==> src/rtl/hpcd_pkg.sv <==
`timescale 1ns / 1ps

package hpcd_pkg;

    // sizes
    localparam int SAMPLE_BITS    = 12;
    localparam int HIGH_CODE_BITS = 8;
    localparam int MARGIN_W       = 10;
    localparam int CNT_W          = 4;
    localparam int TOT_W          = 8;
    localparam int LOW_W          = 3;
    localparam int HIGH_W         = 8;
    localparam int HIDX_W         = $clog2(HIGH_W);
    localparam int PHASE_W        = 2;

    // only the low HIGH_W bits of the high code are ever visible
    localparam int HIGH_KEEP = (HIGH_CODE_BITS < HIGH_W) ? HIGH_CODE_BITS : HIGH_W;

    // sum widths for threshold compares
    localparam int WIDE_W = (SAMPLE_BITS > MARGIN_W) ? SAMPLE_BITS : MARGIN_W;
    localparam int SUM_W  = WIDE_W + 1;
    localparam int ZERO_W = SAMPLE_BITS + 1;
    localparam int BIT_W  = ((ZERO_W > MARGIN_W) ? ZERO_W : MARGIN_W) + 1;

    // x/25 as (x * DIV25_MUL) >> DIV25_SHIFT, exact for x below 2**16
    localparam int DIV25_MUL   = 83887;
    localparam int DIV25_MUL_W = 17;
    localparam int DIV25_SHIFT = 21;
    localparam int DIV25_PROD_W = SAMPLE_BITS + DIV25_MUL_W;

    // configuration port
    localparam int CFG_IDX_W  = 3;
    localparam int CFG_DATA_W = WIDE_W;

    localparam logic [CFG_IDX_W-1:0] CFG_ITEM_HEIGHT  = 3'd0;
    localparam logic [CFG_IDX_W-1:0] CFG_BELT_HEIGHT  = 3'd1;
    localparam logic [CFG_IDX_W-1:0] CFG_EXPECTED     = 3'd2;
    localparam logic [CFG_IDX_W-1:0] CFG_EDGE_MARGIN  = 3'd3;
    localparam logic [CFG_IDX_W-1:0] CFG_SPACE_MARGIN = 3'd4;
    localparam logic [CFG_IDX_W-1:0] CFG_BIT_MARGIN   = 3'd5;
    localparam logic [CFG_IDX_W-1:0] CFG_FINAL_MARGIN = 3'd6;

    // reset values
    localparam int ITEM_RST   = 2500;
    localparam int BELT_RST   = 3600;
    localparam int EXP_RST    = 10;
    localparam int MARGIN_RST = 100;
    localparam int ZERO_RST   = ITEM_RST + (ITEM_RST / 25) * 2;

    // phase codes
    localparam logic [PHASE_W-1:0] PH_SPACE = 2'd0;
    localparam logic [PHASE_W-1:0] PH_EDGE  = 2'd1;
    localparam logic [PHASE_W-1:0] PH_FINAL = 2'd2;
    localparam logic [PHASE_W-1:0] PH_STOP  = 2'd3;

    typedef struct packed {
        logic [SAMPLE_BITS-1:0] height;
        logic                   start_req;
        logic                   abort;
    } t_in_word;

    typedef struct packed {
        logic [PHASE_W-1:0] phase;
        logic               done_res;
        logic [LOW_W-1:0]   low_code;
        logic [HIGH_W-1:0]  high_code;
        logic [TOT_W-1:0]   edges_seen;
        logic [TOT_W-1:0]   spaces_seen;
    } t_out_word;

    typedef struct packed {
        logic [SAMPLE_BITS-1:0] item_height;
        logic [SAMPLE_BITS-1:0] belt_height;
        logic [CNT_W-1:0]       expected;
        logic [MARGIN_W-1:0]    edge_margin;
        logic [MARGIN_W-1:0]    space_margin;
        logic [MARGIN_W-1:0]    bit_margin;
        logic [MARGIN_W-1:0]    final_margin;
        logic [ZERO_W-1:0]      zero_level;
    } t_cfg;

endpackage

==> src/rtl/hpcd_cfg.sv <==
`timescale 1ns / 1ps

module hpcd_cfg
    import hpcd_pkg::*;
(
    input  logic                  i_clk,
    input  logic                  i_rst_n,
    input  logic                  i_cfg_we,
    input  logic [CFG_IDX_W-1:0]  i_cfg_idx,
    input  logic [CFG_DATA_W-1:0] i_cfg_data,
    output t_cfg                  o_cfg
);

    t_cfg                    r_cfg;
    logic [SAMPLE_BITS-1:0]  w_item;
    logic [DIV25_PROD_W-1:0] w_prod;
    logic [SAMPLE_BITS-1:0]  w_quot;
    logic [ZERO_W-1:0]       w_zero;

    // zero level = item + 2 * (item / 25), worked out when item height is written
    always_comb begin
        w_item = i_cfg_data[SAMPLE_BITS-1:0];
        w_prod = DIV25_PROD_W'(w_item) * DIV25_PROD_W'(DIV25_MUL);
        w_quot = SAMPLE_BITS'(w_prod >> DIV25_SHIFT);
        w_zero = ZERO_W'(w_item) + (ZERO_W'(w_quot) << 1);
    end

    always_ff @(posedge i_clk) begin
        if (!i_rst_n) begin
            r_cfg.item_height  <= SAMPLE_BITS'(ITEM_RST);
            r_cfg.belt_height  <= SAMPLE_BITS'(BELT_RST);
            r_cfg.expected     <= CNT_W'(EXP_RST);
            r_cfg.edge_margin  <= MARGIN_W'(MARGIN_RST);
            r_cfg.space_margin <= MARGIN_W'(MARGIN_RST);
            r_cfg.bit_margin   <= MARGIN_W'(MARGIN_RST);
            r_cfg.final_margin <= MARGIN_W'(MARGIN_RST);
            r_cfg.zero_level   <= ZERO_W'(ZERO_RST);
        end else if (i_cfg_we) begin
            unique case (i_cfg_idx)
                CFG_ITEM_HEIGHT: begin
                    r_cfg.item_height <= w_item;
                    r_cfg.zero_level  <= w_zero;
                end
                CFG_BELT_HEIGHT:  r_cfg.belt_height  <= i_cfg_data[SAMPLE_BITS-1:0];
                CFG_EXPECTED:     r_cfg.expected     <= i_cfg_data[CNT_W-1:0];
                CFG_EDGE_MARGIN:  r_cfg.edge_margin  <= i_cfg_data[MARGIN_W-1:0];
                CFG_SPACE_MARGIN: r_cfg.space_margin <= i_cfg_data[MARGIN_W-1:0];
                CFG_BIT_MARGIN:   r_cfg.bit_margin   <= i_cfg_data[MARGIN_W-1:0];
                CFG_FINAL_MARGIN: r_cfg.final_margin <= i_cfg_data[MARGIN_W-1:0];
                default: ;
            endcase
        end
    end

    assign o_cfg = r_cfg;

endmodule

==> config.mk <==
export PLATFORM = sky130hd
export DESIGN_NAME = hpcd_cfg
export DESIGN_NICKNAME = d
export VERILOG_FILES = /design/src/rtl/hpcd_pkg.sv /design/src/rtl/hpcd_cfg.sv
export SDC_FILE = /design/constraint.sdc
export NUM_CORES = 1
export LEC_CHECK = 0
export ABC_CLOCK_PERIOD_IN_PS = 6600
export BUFFER_PORTS_ARGS = -buffer_cell sky130_fd_sc_hd__buf_2
export CAP_MARGIN = 40
export CELL_PAD_IN_SITES_DETAIL_PLACEMENT = 1
export CELL_PAD_IN_SITES_GLOBAL_PLACEMENT = 1
export CORE_MARGIN = 2
export CORE_UTILIZATION = 40
export DETAILED_ROUTE_END_ITERATION = 12
export PLACE_DENSITY_LB_ADDON = 0.1
export SLEW_MARGIN = 10
export SYNTH_ARGS = -nofsm -noshare
export SYNTH_HDL_FRONTEND = slang
export SYNTH_SLANG_ARGS = --single-unit
==> constraint.sdc <==
create_clock -name i_clk -period 6.6 [get_ports i_clk]
set_input_delay 1.32 -clock i_clk [delete_from_list [all_inputs] [get_ports i_clk]]
set_output_delay 1.32 -clock i_clk [all_outputs]
set_load 0.02 [all_outputs]
==> metrics.sh, run 1 <==
FINALNETCOUNT=1130
MAXIMUM_ACHIEVABLE_FREQUENCY_GHz=0.139
VDD_IR_DROP_MAX_mV=0.396
LARGEST_NET_DEGREE_AT_THE_START_OF_GLOBAL_ROUTING=31
YOSYS.AREA_SHARE.SIMPLE=0.148
DOMINANT_CELLS_BY_AREA_AFTER_SYNTHESIS='dfxtp_1, fa_1, ha_1'
ENDPOINT_KIND='flop'
MAX_CAP_VIOL_COUNT=0
GRT_PASS1_WL_MM=34.8
PLACED_CELL_AREA_SQ_MM=0.00792
DIE-WIDTH_UM=132
DPL.CELL_COUNT=1127
SYNTH-SEQ-CELLS=80
FINAL_WORST_PATH_CYCLE_SHARE=1.09
SYNTH.LARGEST_AREA_CELL='dfxtp_1'
DETAIL_ROUTE.VIAS_PER_CELL=5.05
YOSYS.AREA_SHARE.XOR_XNOR=0.0173
COMBINATIONAL_FAMILY_WITH_THE_MOST_AREA_AFTER_SYNTHESIS='adder cells'
CORE_OUTLINE_AREA_SQ_MM=0.0160
ROUTE.DETAILED.WL_PER_INST_UM=19.1
FINAL.SETUP.WORST_SLACK_NS=-0.592
AREA_DELTA_SYNTH_FINAL_PCT=33.8
DIE_AREA_SQ_MM=0.0175
SYNTH_WARNINGS=0
DR.PASS1.ITERS=4
CLOCK_PATH_BUFFERS=2
POSTLAYOUTCELLAREA_SQ_MM=0.00880
P_LEAK_nW=4.37
DRC_ERRORS=0
ROOT_BUFFER='clkbuf_16'
CTS_TREE='yes'
SYN_AREA_SQ_MM=0.00658
SLOWEST_STAGE='fa_2'
CRITICAL_PATH_CLASS='input port to flop'
HP-START='o_cfg[1]'
CTS.REPORTEDPATHS.CLKPINSLEW_NS=0.06
LARGEST_REGISTER_FFS=80
DRT_ITER0_DRC=254
SYNTHADDERAREAFRAC=0.391
FAILING_CHECKS='setup timing'
WORST_PIN_SLEW_NS=0.741
VIAS_IN_THE_FIRST_GLOBAL_ROUTE=6553
SYNTH-COMPOUND-AREA-SHARE=0.102
CLOCK_SINKS=80
FIN_TNS_SETUP_NS=-3.27
INSERTEDDIODECOUNT=0
SYN-NUM-NETS=939
SYNTH.AREA.MUX_SHARE=0.00609
NETLIST.AREA_LEADER.SHARE=0.244
MOSTFREQUENTLAYOUTCELLS='nand2_1, inv_1, buf_4, buf_2, ha_1'
POST_SYNTH_EDFFS=0
CRITPATHMAXFANOUT=4
ASYNCSETRESETFLOPFRACSYNTH=0
SETUP_VIOLATIONS=9
FINALWORSTPATHREQUIREDPERIOD_NS=7.19
INSTANCES_NO_FILL=1169
WORST_PATH_LARGEST_CELL_DELAY_NS=0.53
SYNTH-SEQ-AREA-SHARE=0.244
CLOCK_TREE.HTREE_LEVEL_COUNT=3
FINAL-HOLD-VIOLATION-COUNT=0
STARTPOINT_TYPE='input port'
GLOBALROUTE.TOTALOVERFLOW=0
CRIT-REG2REG-LAUNCH='o_cfg[10]'
CTS_MADE_BUFFERS=9
HOLD_PATH_CLASS='flop to flop'
MAXSLEWVIOLCOUNT=0
VIAS=5899
DIE_HEIGHT_UM=132
DP_HPWL_MM=16.8
TIMING.MAX_SLEW.REL_SLACK=0.504
FINALPOWER_W=0.00403
FINALWIRELENGTH_MM=22.4
SYNTH_CELL_TYPE_COUNT=49
IO_PINS=99
CLOCK_INSERTION_DELAY_WORST_SKEW_NS=0.34
DOMINANTREGCELLSYNTH='dfxtp_1'
FIN_WORST_SKEW_NS=0
PORTBUFFERS=98
FRACTION_OF_LAYOUT_INSTANCES_USING_A_DRIVE_STRENGTH_ABOVE_1=0.313
CP.ARRIVAL_NS=7.46
SYN_INST=757
TIMING.CRITICAL_PATH.FROM='i_cfg_data[11]'
POWER_PER_CELL_AREA_mW_PER_MM2=458
RUN_STATUS='complete, but fails checks'
SETUP_REPAIR_AFTER_GLOBAL_ROUTING_MISSED_ITS_MARGIN='yes'
R2R_SETUP_SLACK_NS=5.90
FINAL_COMMON_CELL='nand2_1'
POST_SYNTH.CELL_AREA_AVG_SQ_UM=8.69
PLACEMENTROWS=46
PLACE.GP.CONGESTION=0.845
HOLD_SLACK_NS=0.453
WORSTPATHREQUIRED_NS=6.87
ANTENNA_FOUND_INITIAL=0
START_UTIL=0.411
ANTENNA_VIOLATING_NETS_POST_ROUTE=0
GRT.TOTAL_USAGE=0.255
[per-stage QoR]
| stage | setup slack, ns | utilization |
|---|---|---|
| finish | -0.592 | 0.550 |
| global route | -0.834 | 0.550 |
| CTS | -0.292 | 0.540 |
| detailed placement | -0.764 | 0.495 |
| global placement | -0.650 | 0.493 |
| floorplan | -0.0797 | - |
[report_power, final]
group	internal, W	switching [W]
logic	0.00143	0.00156
registers	0.000499	0.00000960
clock network	0.000309	0.000216
[cell usage after synthesis (2+ instances only)]
cell type  instances
o21ai_1            2
a211oi_1           2
clkbuf_1          22
dfxtp_1           80
nand2_1          150
fa_1              69
mux2i_1            4
or3_1              5
nor2_1            18
nor2b_1            6
xor2_1             2
xnor2_1           11
o211ai_1          11
a21oi_1           63
ha_1              95
or2_2              3
nand3_1           21
inv_1            137
a21o_1             2
a31oi_1            2
o21ai_0           12
nand2b_1           5
nor3_1             9
[path summary, 6_finish.rpt]
path / end / cells after the start
setup / recovery: o_cfg[12] / 28
hold / removal: o_cfg[1] / 2
setup reg to reg: o_cfg[10] / 2
hold reg to reg: o_cfg[1] / 2
[kinds of logic after synthesis]
group / after synthesis
fa+ha+maj: 164
compound gates: 108
xor+xnor: 13
buf+inv: 162
flops: 80
simple gates: 226
mux: 4
[layout make-up]
cell class / instances / area (sq um)
sequential: 80 / 1600
clock inverter: 6 / 73.8
tap: 216 / 270
multi-input combinational: 515 / 4710
fill: 1919 / 7200
timing repair buffer: 204 / 1380
clock buffer: 10 / 239
inverter: 138 / 518
[repair_timing]
action | CTS | global route
gates resized for setup | 53 | 20
hold buffers | 0 | 0
setup buffers | 20 | 8
setup endpoints to repair | 8 | 10
pin swaps | 26 | 36
[metal layers]
metal / routed length [um] / vias up / track usage
met5: 0 / - / 0
met4: 671 / 0 / 0.0568
met3: 876 / 46 / 0.0458
met2: 11600 / 149 / 0.468
met1: 9230 / 2911 / 0.310
li1: - / 2793 / -
[critical path, delay by kind of cell]
family | cells | cell delay [ns]
and+or+nand+nor | 7 | 1.13
adders and majority gates | 7 | 3.05
buffers and inverters | 6 | 0.61
xor gates and xnor gates | 1 | 0.19
AOI/OAI and AO/OA | 7 | 1.17
Power figures use the tool's default switching activity.
==> run 2, diff against run 1 <==
--- a/config.mk
+++ b/config.mk
@@ -5,13 +5,14 @@
 export SDC_FILE = /design/constraint.sdc
 export NUM_CORES = 1
 export LEC_CHECK = 0
+export ABC_AREA = 1
 export ABC_CLOCK_PERIOD_IN_PS = 6600
 export BUFFER_PORTS_ARGS = -buffer_cell sky130_fd_sc_hd__buf_2
 export CAP_MARGIN = 40
 export CELL_PAD_IN_SITES_DETAIL_PLACEMENT = 1
 export CELL_PAD_IN_SITES_GLOBAL_PLACEMENT = 1
 export CORE_MARGIN = 2
-export CORE_UTILIZATION = 40
+export CORE_UTILIZATION = 39
 export DETAILED_ROUTE_END_ITERATION = 12
 export PLACE_DENSITY_LB_ADDON = 0.1
 export SLEW_MARGIN = 10
==> run 2 against run 1 <==
Effect of this change:
- the flow now finishes without violations
- synthesized cell count is 26% higher
- hold slack improved by 0.0050 ns
- maximum frequency grew 13%
- total power up 9.2%
- wire length increased by 3.1%
- via count rose by 15%
- global-route usage decreased by 1.8 points
- cell count rose by 17%
- clock skew stayed put
- die area increased by 13%
- clock-buffer cell count decreased by 1
==> metrics.sh, run 2 <==
RUN_STATUS='completed'
FINALPOWER_W=0.00440  # +9.2%
MOSTFREQUENTLAYOUTCELLS='inv_1, nand2_1, buf_2, nor2_1, buf_4'
FF2FF_PATH_DEPTH=2  # unchanged
DOMINANT_CELLS_BY_AREA_AFTER_SYNTHESIS='dfxtp_1, fa_1, ha_1'
CRIT-REG2REG-CAPTURE='o_cfg[73]'
IO_PINS=99  # unchanged
SYNTH-SEQ-AREA-SHARE=0.221  # -0.0229
DR.PASS1.ITERS=4  # unchanged
DETAIL_ROUTE.VIAS_PER_CELL=4.95  # -1.8%
FINAL_COMMON_CELL='inv_1'
GRT_PASS1_WL_MM=36.3  # +4.3%
WORST_SETUP_PATH_ENDPOINT='o_cfg[7]'
WORST_PIN_SLEW_NS=0.711  # -0.0300 ns
R2R_SETUP_SLACK_NS=5.87  # -0.03 ns
WORSTPATHREQUIRED_NS=6.83  # -0.04 ns
TIMING.CRITICAL_PATH.FROM='i_cfg_data[11]'
CORE_OUTLINE_AREA_SQ_MM=0.0181  # +13%
CRIT-REG2REG-LAUNCH='o_cfg[73]'
SYN_AREA_SQ_MM=0.00726  # +10%
DP_HPWL_MM=18.8  # +12%
WORST_PATH_LARGEST_CELL_DELAY_NS=0.63  # +0.10 ns
ANTENNA_FOUND_INITIAL=0  # unchanged
CTS.HOLD.BUFFERS_ADDED=0  # unchanged
SYNTH_CELL_TYPE_COUNT=32  # -35%
P_LEAK_nW=4.99  # +14%
HOLD_PATH_CLASS='flop to flop'
GRT.TOTAL_USAGE=0.236  # -0.0184
INSERTEDDIODECOUNT=0  # unchanged
VIAS=6771  # +15%
POWER_PER_CELL_AREA_mW_PER_MM2=479  # +4.4%
DIE_HEIGHT_UM=140  # +6.2%
ANTENNA_VIOLATING_NETS_POST_ROUTE=0  # unchanged
FINAL.SETUP.WORST_SLACK_NS=0.222  # +0.814 ns
CLOCK_SINKS=80  # unchanged
ASYNCSETRESETFLOPFRACSYNTH=0  # unchanged
AREA_DELTA_SYNTH_FINAL_PCT=26.7
SETUP_VIOLATIONS=0  # -9
DOMINANTREGCELLSYNTH='dfxtp_1'
POST_SYNTH_EDFFS=0  # unchanged
FIN_WORST_SKEW_NS=0  # unchanged
POST_SYNTH.CELL_AREA_AVG_SQ_UM=7.59  # -13%
DP_WORST_SETUP_SLACK_NS=-0.354  # +0.410 ns
SYN-NUM-NETS=1138  # +21%
MAXSLEWVIOLCOUNT=0  # unchanged
PLACEMENTROWS=49  # +6.5%
CTS_TREE='yes'
CLOCK_PATH_BUFFERS=2  # unchanged
AREA_USED_BY_SEQUENTIAL_LOGIC_IN_THE_LAYOUT_SQ_MM=0.00160  # unchanged
LARGEST_NET_DEGREE_AT_THE_START_OF_GLOBAL_ROUTING=72  # +130%
FINALWORSTPATHREQUIREDPERIOD_NS=6.38  # -0.814 ns
FINAL.FILL_COUNT=2308  # +20%
CLOCK_INSERTION_DELAY_WORST_SKEW_NS=0.33  # about the same
VDD_IR_DROP_MAX_mV=0.210  # -47%
LARGEST_REGISTER_FFS=80  # unchanged
FINAL_WORST_PATH_CYCLE_SHARE=0.966  # -0.123
FINALWIRELENGTH_MM=23.1  # +3.1%
SYNTH.LARGEST_AREA_CELL='dfxtp_1'
PLACE.GP.CONGESTION=0.891  # +5.4%
FINALNETCOUNT=1315  # +16%
CTS_MADE_BUFFERS=9  # unchanged
CTS.REPORTEDPATHS.CLKPINSLEW_NS=0.07  # about the same
FIN_TNS_SETUP_NS=0  # +3.27 ns
CP_NUM_CELLS=27  # -3.6%
ENDPOINT_KIND='flop'
CRITICAL_PATH.N_BUFFERS_INVERTERS=7  # +1
DRT_ITER0_DRC=277  # +9.1%
MAXIMUM_ACHIEVABLE_FREQUENCY_GHz=0.157  # +13%
DIE_AREA_SQ_MM=0.0197  # +13%
GLOBALROUTE.TOTALOVERFLOW=0  # unchanged
CRITICAL_PATH_CLASS='input port to flop'
DIE-WIDTH_UM=140  # +6.2%
PORTBUFFERS=98  # unchanged
CP.ARRIVAL_NS=6.60  # -0.86 ns
STARTPOINT_TYPE='input port'
SYNTH_WARNINGS=0  # unchanged
VIAS_IN_THE_FIRST_GLOBAL_ROUTE=6775  # +3.4%
NETLIST_TOP_CELLS_COUNT='inv_1, nand2_1, ha_1'
TIMING.MAX_SLEW.REL_SLACK=0.523  # +0.0192
CPMOSTUSEDCELL='inv_1'
MAX_CAP_VIOL_COUNT=0  # unchanged
SLOWEST_STAGE='fa_2'
START_UTIL=0.401  # -0.00970
NETLIST.AREA_LEADER.SHARE=0.221  # -0.0229
CLOCK_TREE.HTREE_LEVEL_COUNT=3  # unchanged
DRC_ERRORS=0  # unchanged
MULTI_INPUT_AREA_SQ_MM=0.00504  # +6.9%
SYNTH-SEQ-CELLS=80  # unchanged
SYNTHMOSTINSTANTIATEDCELL='inv_1'
FRACTION_OF_LAYOUT_INSTANCES_USING_A_DRIVE_STRENGTH_ABOVE_1=0.236  # -0.0772
ROUTE.DETAILED.WL_PER_INST_UM=16.9  # -12%
CRITPATHMAXFANOUT=3  # -1
SYN_INST=956  # +26%
CRIT_FAMILY='adder cells'
FINAL-HOLD-VIOLATION-COUNT=0  # unchanged
ROOT_BUFFER='clkbuf_16'
## run 2: changes by cell type in the layout (fill, tap and decap cells not counted), moves of 7 or more
cell / previous run / this run
xnor2_1: 7 / 0
nand3_1: 20 / 46
o21ai_0: 2 / 48
nor2_2: 1 / 12
nand2_1: 149 / 183
o21ai_2: 7 / 0
nor2_1: 17 / 84
inv_1: 130 / 192
buf_4: 101 / 83
nand4_1: 1 / 9
## run 2: worst min path at each step
| stage | slack (ns) | from | depth (start not counted) | end |
|---|---|---|---|---|
| 6_report | 0.46 | o_cfg[39] | 2 | o_cfg[39] |
| 5_1_grt | 0.48 | o_cfg[18] | 2 | o_cfg[18] |
| 4_1_cts | 0.46 | o_cfg[18] | 2 | o_cfg[18] |
| 3_5_place_dp | 0.44 | o_cfg[66] | 2 | o_cfg[66] |
| 3_3_place_gp | 0.44 | o_cfg[66] | 2 | o_cfg[66] |
| 2_1_floorplan | 0.54 | o_cfg[78] | 2 | o_cfg[78] |
## run 2: final cells by class
class                   instances  share of cell area
multi-input cells             652               0.548
flip-flops and latches         80               0.174
repair buffers                185               0.128
inverters                     205              0.0837
well taps                     229              0.0311
clock buffers                   9              0.0245
clock inverters                 7              0.0112
## run 2: what timing repair did
item | CTS | global route
resized for setup | 0 | 50
buffers inserted | 0 | 1
endpoints found under the setup margin | 0 | 10
## run 2: routing by layer
layer,global-route usage,share of wire,up-vias
li1,-,-,3336
met1,0.334,0.48,3291
met2,0.391,0.48,123
met3,0.0332,0.035,21
met4,0.0436,0.014,0
met5,0,0,-
## run 2: through the flow
step | hold WS, ns | area [sq um] | std cells | utilization
floorplan | 0.541 | 7260 | 956 | -
global placement | 0.436 | 8570 | 1349 | 0.474
detailed placement | 0.439 | 8600 | 1350 | 0.476
CTS | 0.463 | 8930 | 1366 | 0.494
global route | 0.483 | 9200 | 1367 | 0.509
finish | 0.458 | 9200 | 1367 | 0.509
## run 2: logic make-up (layout without fill, tap and decap cells)
logic type	count (synthesis)	in the layout	synth area share
flip-flops	80	80	0.221
XOR/XNOR	2	2	0.00241
buffers and inverters	224	406	0.120
AND/OR/NAND/NOR	353	353	0.204
AO/OA/AOI/OAI	133	133	0.0988
adder cells (fa/ha/maj)	164	164	0.354
## run 2: power breakdown
group	switching (W)	internal [W]	total [W]	leakage (nW)
logic	0.00189	0.00146	0.00335	4.18
clock network	0.000209	0.000337	0.000546	0.162
registers	0.00000914	0.000501	0.000510	0.651
## run 2: tightest hold or removal path, cell delays in order, from the launching register on
cell     delay, ns
dfxtp_1       0.32
nand2_1       0.05
nand3_1       0.05
==> run 3, diff against run 2 <==
--- a/config.mk
+++ b/config.mk
@@ -6,7 +6,7 @@
 export NUM_CORES = 1
 export LEC_CHECK = 0
 export ABC_AREA = 1
-export ABC_CLOCK_PERIOD_IN_PS = 6600
+export ABC_CLOCK_PERIOD_IN_PS = 5100
 export BUFFER_PORTS_ARGS = -buffer_cell sky130_fd_sc_hd__buf_2
 export CAP_MARGIN = 40
 export CELL_PAD_IN_SITES_DETAIL_PLACEMENT = 1
@@ -15,7 +15,7 @@
 export CORE_UTILIZATION = 39
 export DETAILED_ROUTE_END_ITERATION = 12
 export PLACE_DENSITY_LB_ADDON = 0.1
-export SLEW_MARGIN = 10
+export SLEW_MARGIN = 20
 export SYNTH_ARGS = -nofsm -noshare
 export SYNTH_HDL_FRONTEND = slang
 export SYNTH_SLANG_ARGS = --single-unit
==> constraint.sdc (replaced) <==
create_clock -name i_clk -period 5.1 [get_ports i_clk]
set_input_delay 1.02 -clock i_clk [delete_from_list [all_inputs] [get_ports i_clk]]
set_output_delay 1.02 -clock i_clk [all_outputs]
set_load 0.02 [all_outputs]
==> run 3 against run 2 <==
Effect of this change:
- the run now ends with setup timing left
- first-iteration DRC count rose by 19%
- worst setup slack got worse by 1.0 ns
- sequential share of layout area fell by 1.2 points
- clock-buffer cell count rose by 1
- critical path depth fell by 2
- cell count rose by 2.6%
- cell area rose by 7.7%
- total power rose by 56%
- critical path type unchanged
==> metrics.sh, run 3 (synthesis gave the netlist of run 2 again) <==
TIMING.MAX_SLEW.REL_SLACK=0.494  # -0.0294
SETUP_VIOLATIONS=12  # +12
FF2FF_PATH_DEPTH=2  # unchanged
DRC_ERRORS=0  # unchanged
SETUP_REPAIR_AFTER_GLOBAL_ROUTING_MISSED_ITS_MARGIN='yes'
FAILING_CHECKS='setup timing'
FINALWIRELENGTH_MM=24.2  # +4.9%
CRITICAL_PATH_CLASS='input port to flop'
FINAL.SETUP.WORST_SLACK_NS=-0.827  # -1.05 ns
CTS_MADE_BUFFERS=9  # unchanged
PLACE.GP.CONGESTION=0.916  # +2.9%
CLOCK_SINKS=80  # unchanged
FINAL_WORST_PATH_CYCLE_SHARE=1.16
P_LEAK_nW=5.22  # +4.6%
ROUTE.DETAILED.WL_PER_INST_UM=17.2  # +2.2%
RUN_STATUS='complete, but fails checks'
ENDPOINT_KIND='flop'
WORST_HOLD_PATH.ENDPOINT='o_cfg[19]'
VIAS_IN_THE_FIRST_GLOBAL_ROUTE=7219  # +6.6%
PORTBUFFERS=98  # unchanged
CRIT-REG2REG-LAUNCH='o_cfg[57]'
CLOCK_PATH_BUFFERS=2  # unchanged
DR.PASS1.ITERS=4  # unchanged
DETAIL_ROUTE.VIAS_PER_CELL=4.93  # -0.39%
LARGEST_NET_DEGREE_AT_THE_START_OF_GLOBAL_ROUTING=72  # unchanged
PLACEMENTROWS=49  # unchanged
AREA_DELTA_SYNTH_FINAL_PCT=36.5
MAXSLEWVIOLCOUNT=0  # unchanged
ANTENNA_FOUND_INITIAL=1  # +1
PLACED_CELL_AREA_SQ_MM=0.00895  # +4.1%
WORST_PIN_SLEW_NS=0.755  # +0.0438 ns
VDD_IR_DROP_MAX_mV=0.473  # +130%
FRACTION_OF_LAYOUT_INSTANCES_USING_A_DRIVE_STRENGTH_ABOVE_1=0.336  # +0.100
POSTLAYOUTCELLAREA_SQ_MM=0.00991  # +7.7%
CLOCK_TREE.HTREE_LEVEL_COUNT=3  # unchanged
DIE_AREA_SQ_MM=0.0197  # unchanged
STARTPOINT_TYPE='input port'
GLOBALROUTE.TOTALOVERFLOW=0  # unchanged
HOLD_PATH_CLASS='flop to flop'
CRIT-REG2REG-CAPTURE='o_cfg[57]'
WORST_PATH_LARGEST_CELL_DELAY_NS=0.59  # -0.04 ns
CLOCK_INSERTION_DELAY_WORST_SKEW_NS=0.33  # about the same
MOSTFREQUENTLAYOUTCELLS='inv_1, nand2_1, buf_4, buf_2, dfxtp_1'
R2R_SETUP_SLACK_NS=4.38  # -1.49 ns
IO_PINS=99  # unchanged
HOLDPATHSTAGES=2  # unchanged
CTS.HOLD.BUFFERS_ADDED=0  # unchanged
CTS.REPORTEDPATHS.CLKPINSLEW_NS=0.06  # about the same
GRT.TOTAL_USAGE=0.247  # +0.0108
LARGEST_REGISTER_FFS=80  # unchanged
FINISH.UTILIZATION=0.548  # +0.0392
VIAS=6922  # +2.2%
START_UTIL=0.401  # unchanged
FINALWORSTPATHREQUIREDPERIOD_NS=5.93
ANTENNA_VIOLATING_NETS_POST_ROUTE=0  # unchanged
CP.ARRIVAL_NS=6.15  # -0.45 ns
FINALNETCOUNT=1350  # +2.7%
DIE-WIDTH_UM=140  # unchanged
DP_HPWL_MM=19.7  # +4.9%
CTS_TREE='yes'
CRIT_FAMILY='adder cells'
DRT_ITER0_DRC=330  # +19%
FINALPOWER_W=0.00686  # +56%
FIN_TNS_SETUP_NS=-7.80  # -7.80 ns
CORE_OUTLINE_AREA_SQ_MM=0.0181  # unchanged
MAXIMUM_ACHIEVABLE_FREQUENCY_GHz=0.169
FINAL_COMMON_CELL='inv_1'
ROOT_BUFFER='clkbuf_16'
DIE_HEIGHT_UM=140  # unchanged
POWER_PER_CELL_AREA_mW_PER_MM2=693  # +45%
CRITICAL_PATH.N_BUFFERS_INVERTERS=4  # -3
FIN_WORST_SKEW_NS=0  # unchanged
MAX_CAP_VIOL_COUNT=0  # unchanged
WORSTPATHREQUIRED_NS=5.32  # -1.51 ns
HOLD_SLACK_NS=0.451  # -0.00652 ns
GRT_PASS1_WL_MM=38.4  # +5.7%
FINAL-HOLD-VIOLATION-COUNT=0  # unchanged
SLOWEST_STAGE='fa_1'
CRITPATHMAXFANOUT=5  # +2
HP-START='o_cfg[19]'
==> run 3: cell types whose count changed in the layout (fill, tap and decap cells not counted), sizes merged <==
cell | previous run | this run
bufinv | 2 | 0
clkbuf | 9 | 11
clkinvlp | 0 | 1
diode | 0 | 1
clkinv | 6 | 5
buf | 185 | 219
inv | 204 | 205
==> run 3: final cells by class <==
cell class,count,area [sq um]
Fill cell,2242,8180
Clock buffer,10,239
Sequential cell,80,1600
Inverter,205,772
Timing Repair Buffer,220,1470
Antenna cell,1,2.50
Multi-Input combinational cell,652,5490
Clock inverter,6,50.0
Tap cell,229,287
==> run 3: what timing repair did <==
action	4_1_cts	5_1_grt
setup endpoints to repair	12	12
resized for setup	59	81
setup buffers	7	6
pin swaps	36	65
==> run 3: metal layers <==
metal / routed length, um / vias up / track usage
met5: 0 / - / 0
met3: 1000 / 22 / 0.0301
li1: - / 3405 / -
met1: 11100 / 3369 / 0.347
met2: 11700 / 126 / 0.415
met4: 325 / 0 / 0.0452
==> run 3: worst register-to-register path: cells and delay by family (launching register included) <==
kind,cells,cell delay (ns)
flip-flops,1,0.33
AO/OA/AOI/OAI,2,0.27
==> run 3: worst max path at each step <==
stage | startpoint | endpoint | slack [ns] | cells after the start
floorplan | i_cfg_data[11] | o_cfg[7] | -0.72 | 27
global placement | i_cfg_data[11] | o_cfg[7] | -1.19 | 27
detailed placement | i_cfg_data[11] | o_cfg[7] | -1.25 | 28
CTS | i_cfg_data[9] | o_cfg[11] | -0.82 | 28
global route | i_cfg_data[8] | o_cfg[11] | -1.03 | 25
finish | i_cfg_data[8] | o_cfg[11] | -0.83 | 25
==> run 3: power by group <==
part / switching, W / leakage [nW] / internal (W)
Combinational: 0.00310 / 4.42 / 0.00247
Clock: 0.000277 / 0.142 / 0.000351
Sequential: 0.0000117 / 0.651 / 0.000648
Total: 0.00339 / 5.22 / 0.00347
==> run 3: metrics by stage <==
step,worst slack (ns),cells
floorplan,-0.721,956
global placement,-1.19,1373
detailed placement,-1.25,1374
CTS,-0.815,1397
global route,-1.03,1403
finish,-0.827,1403
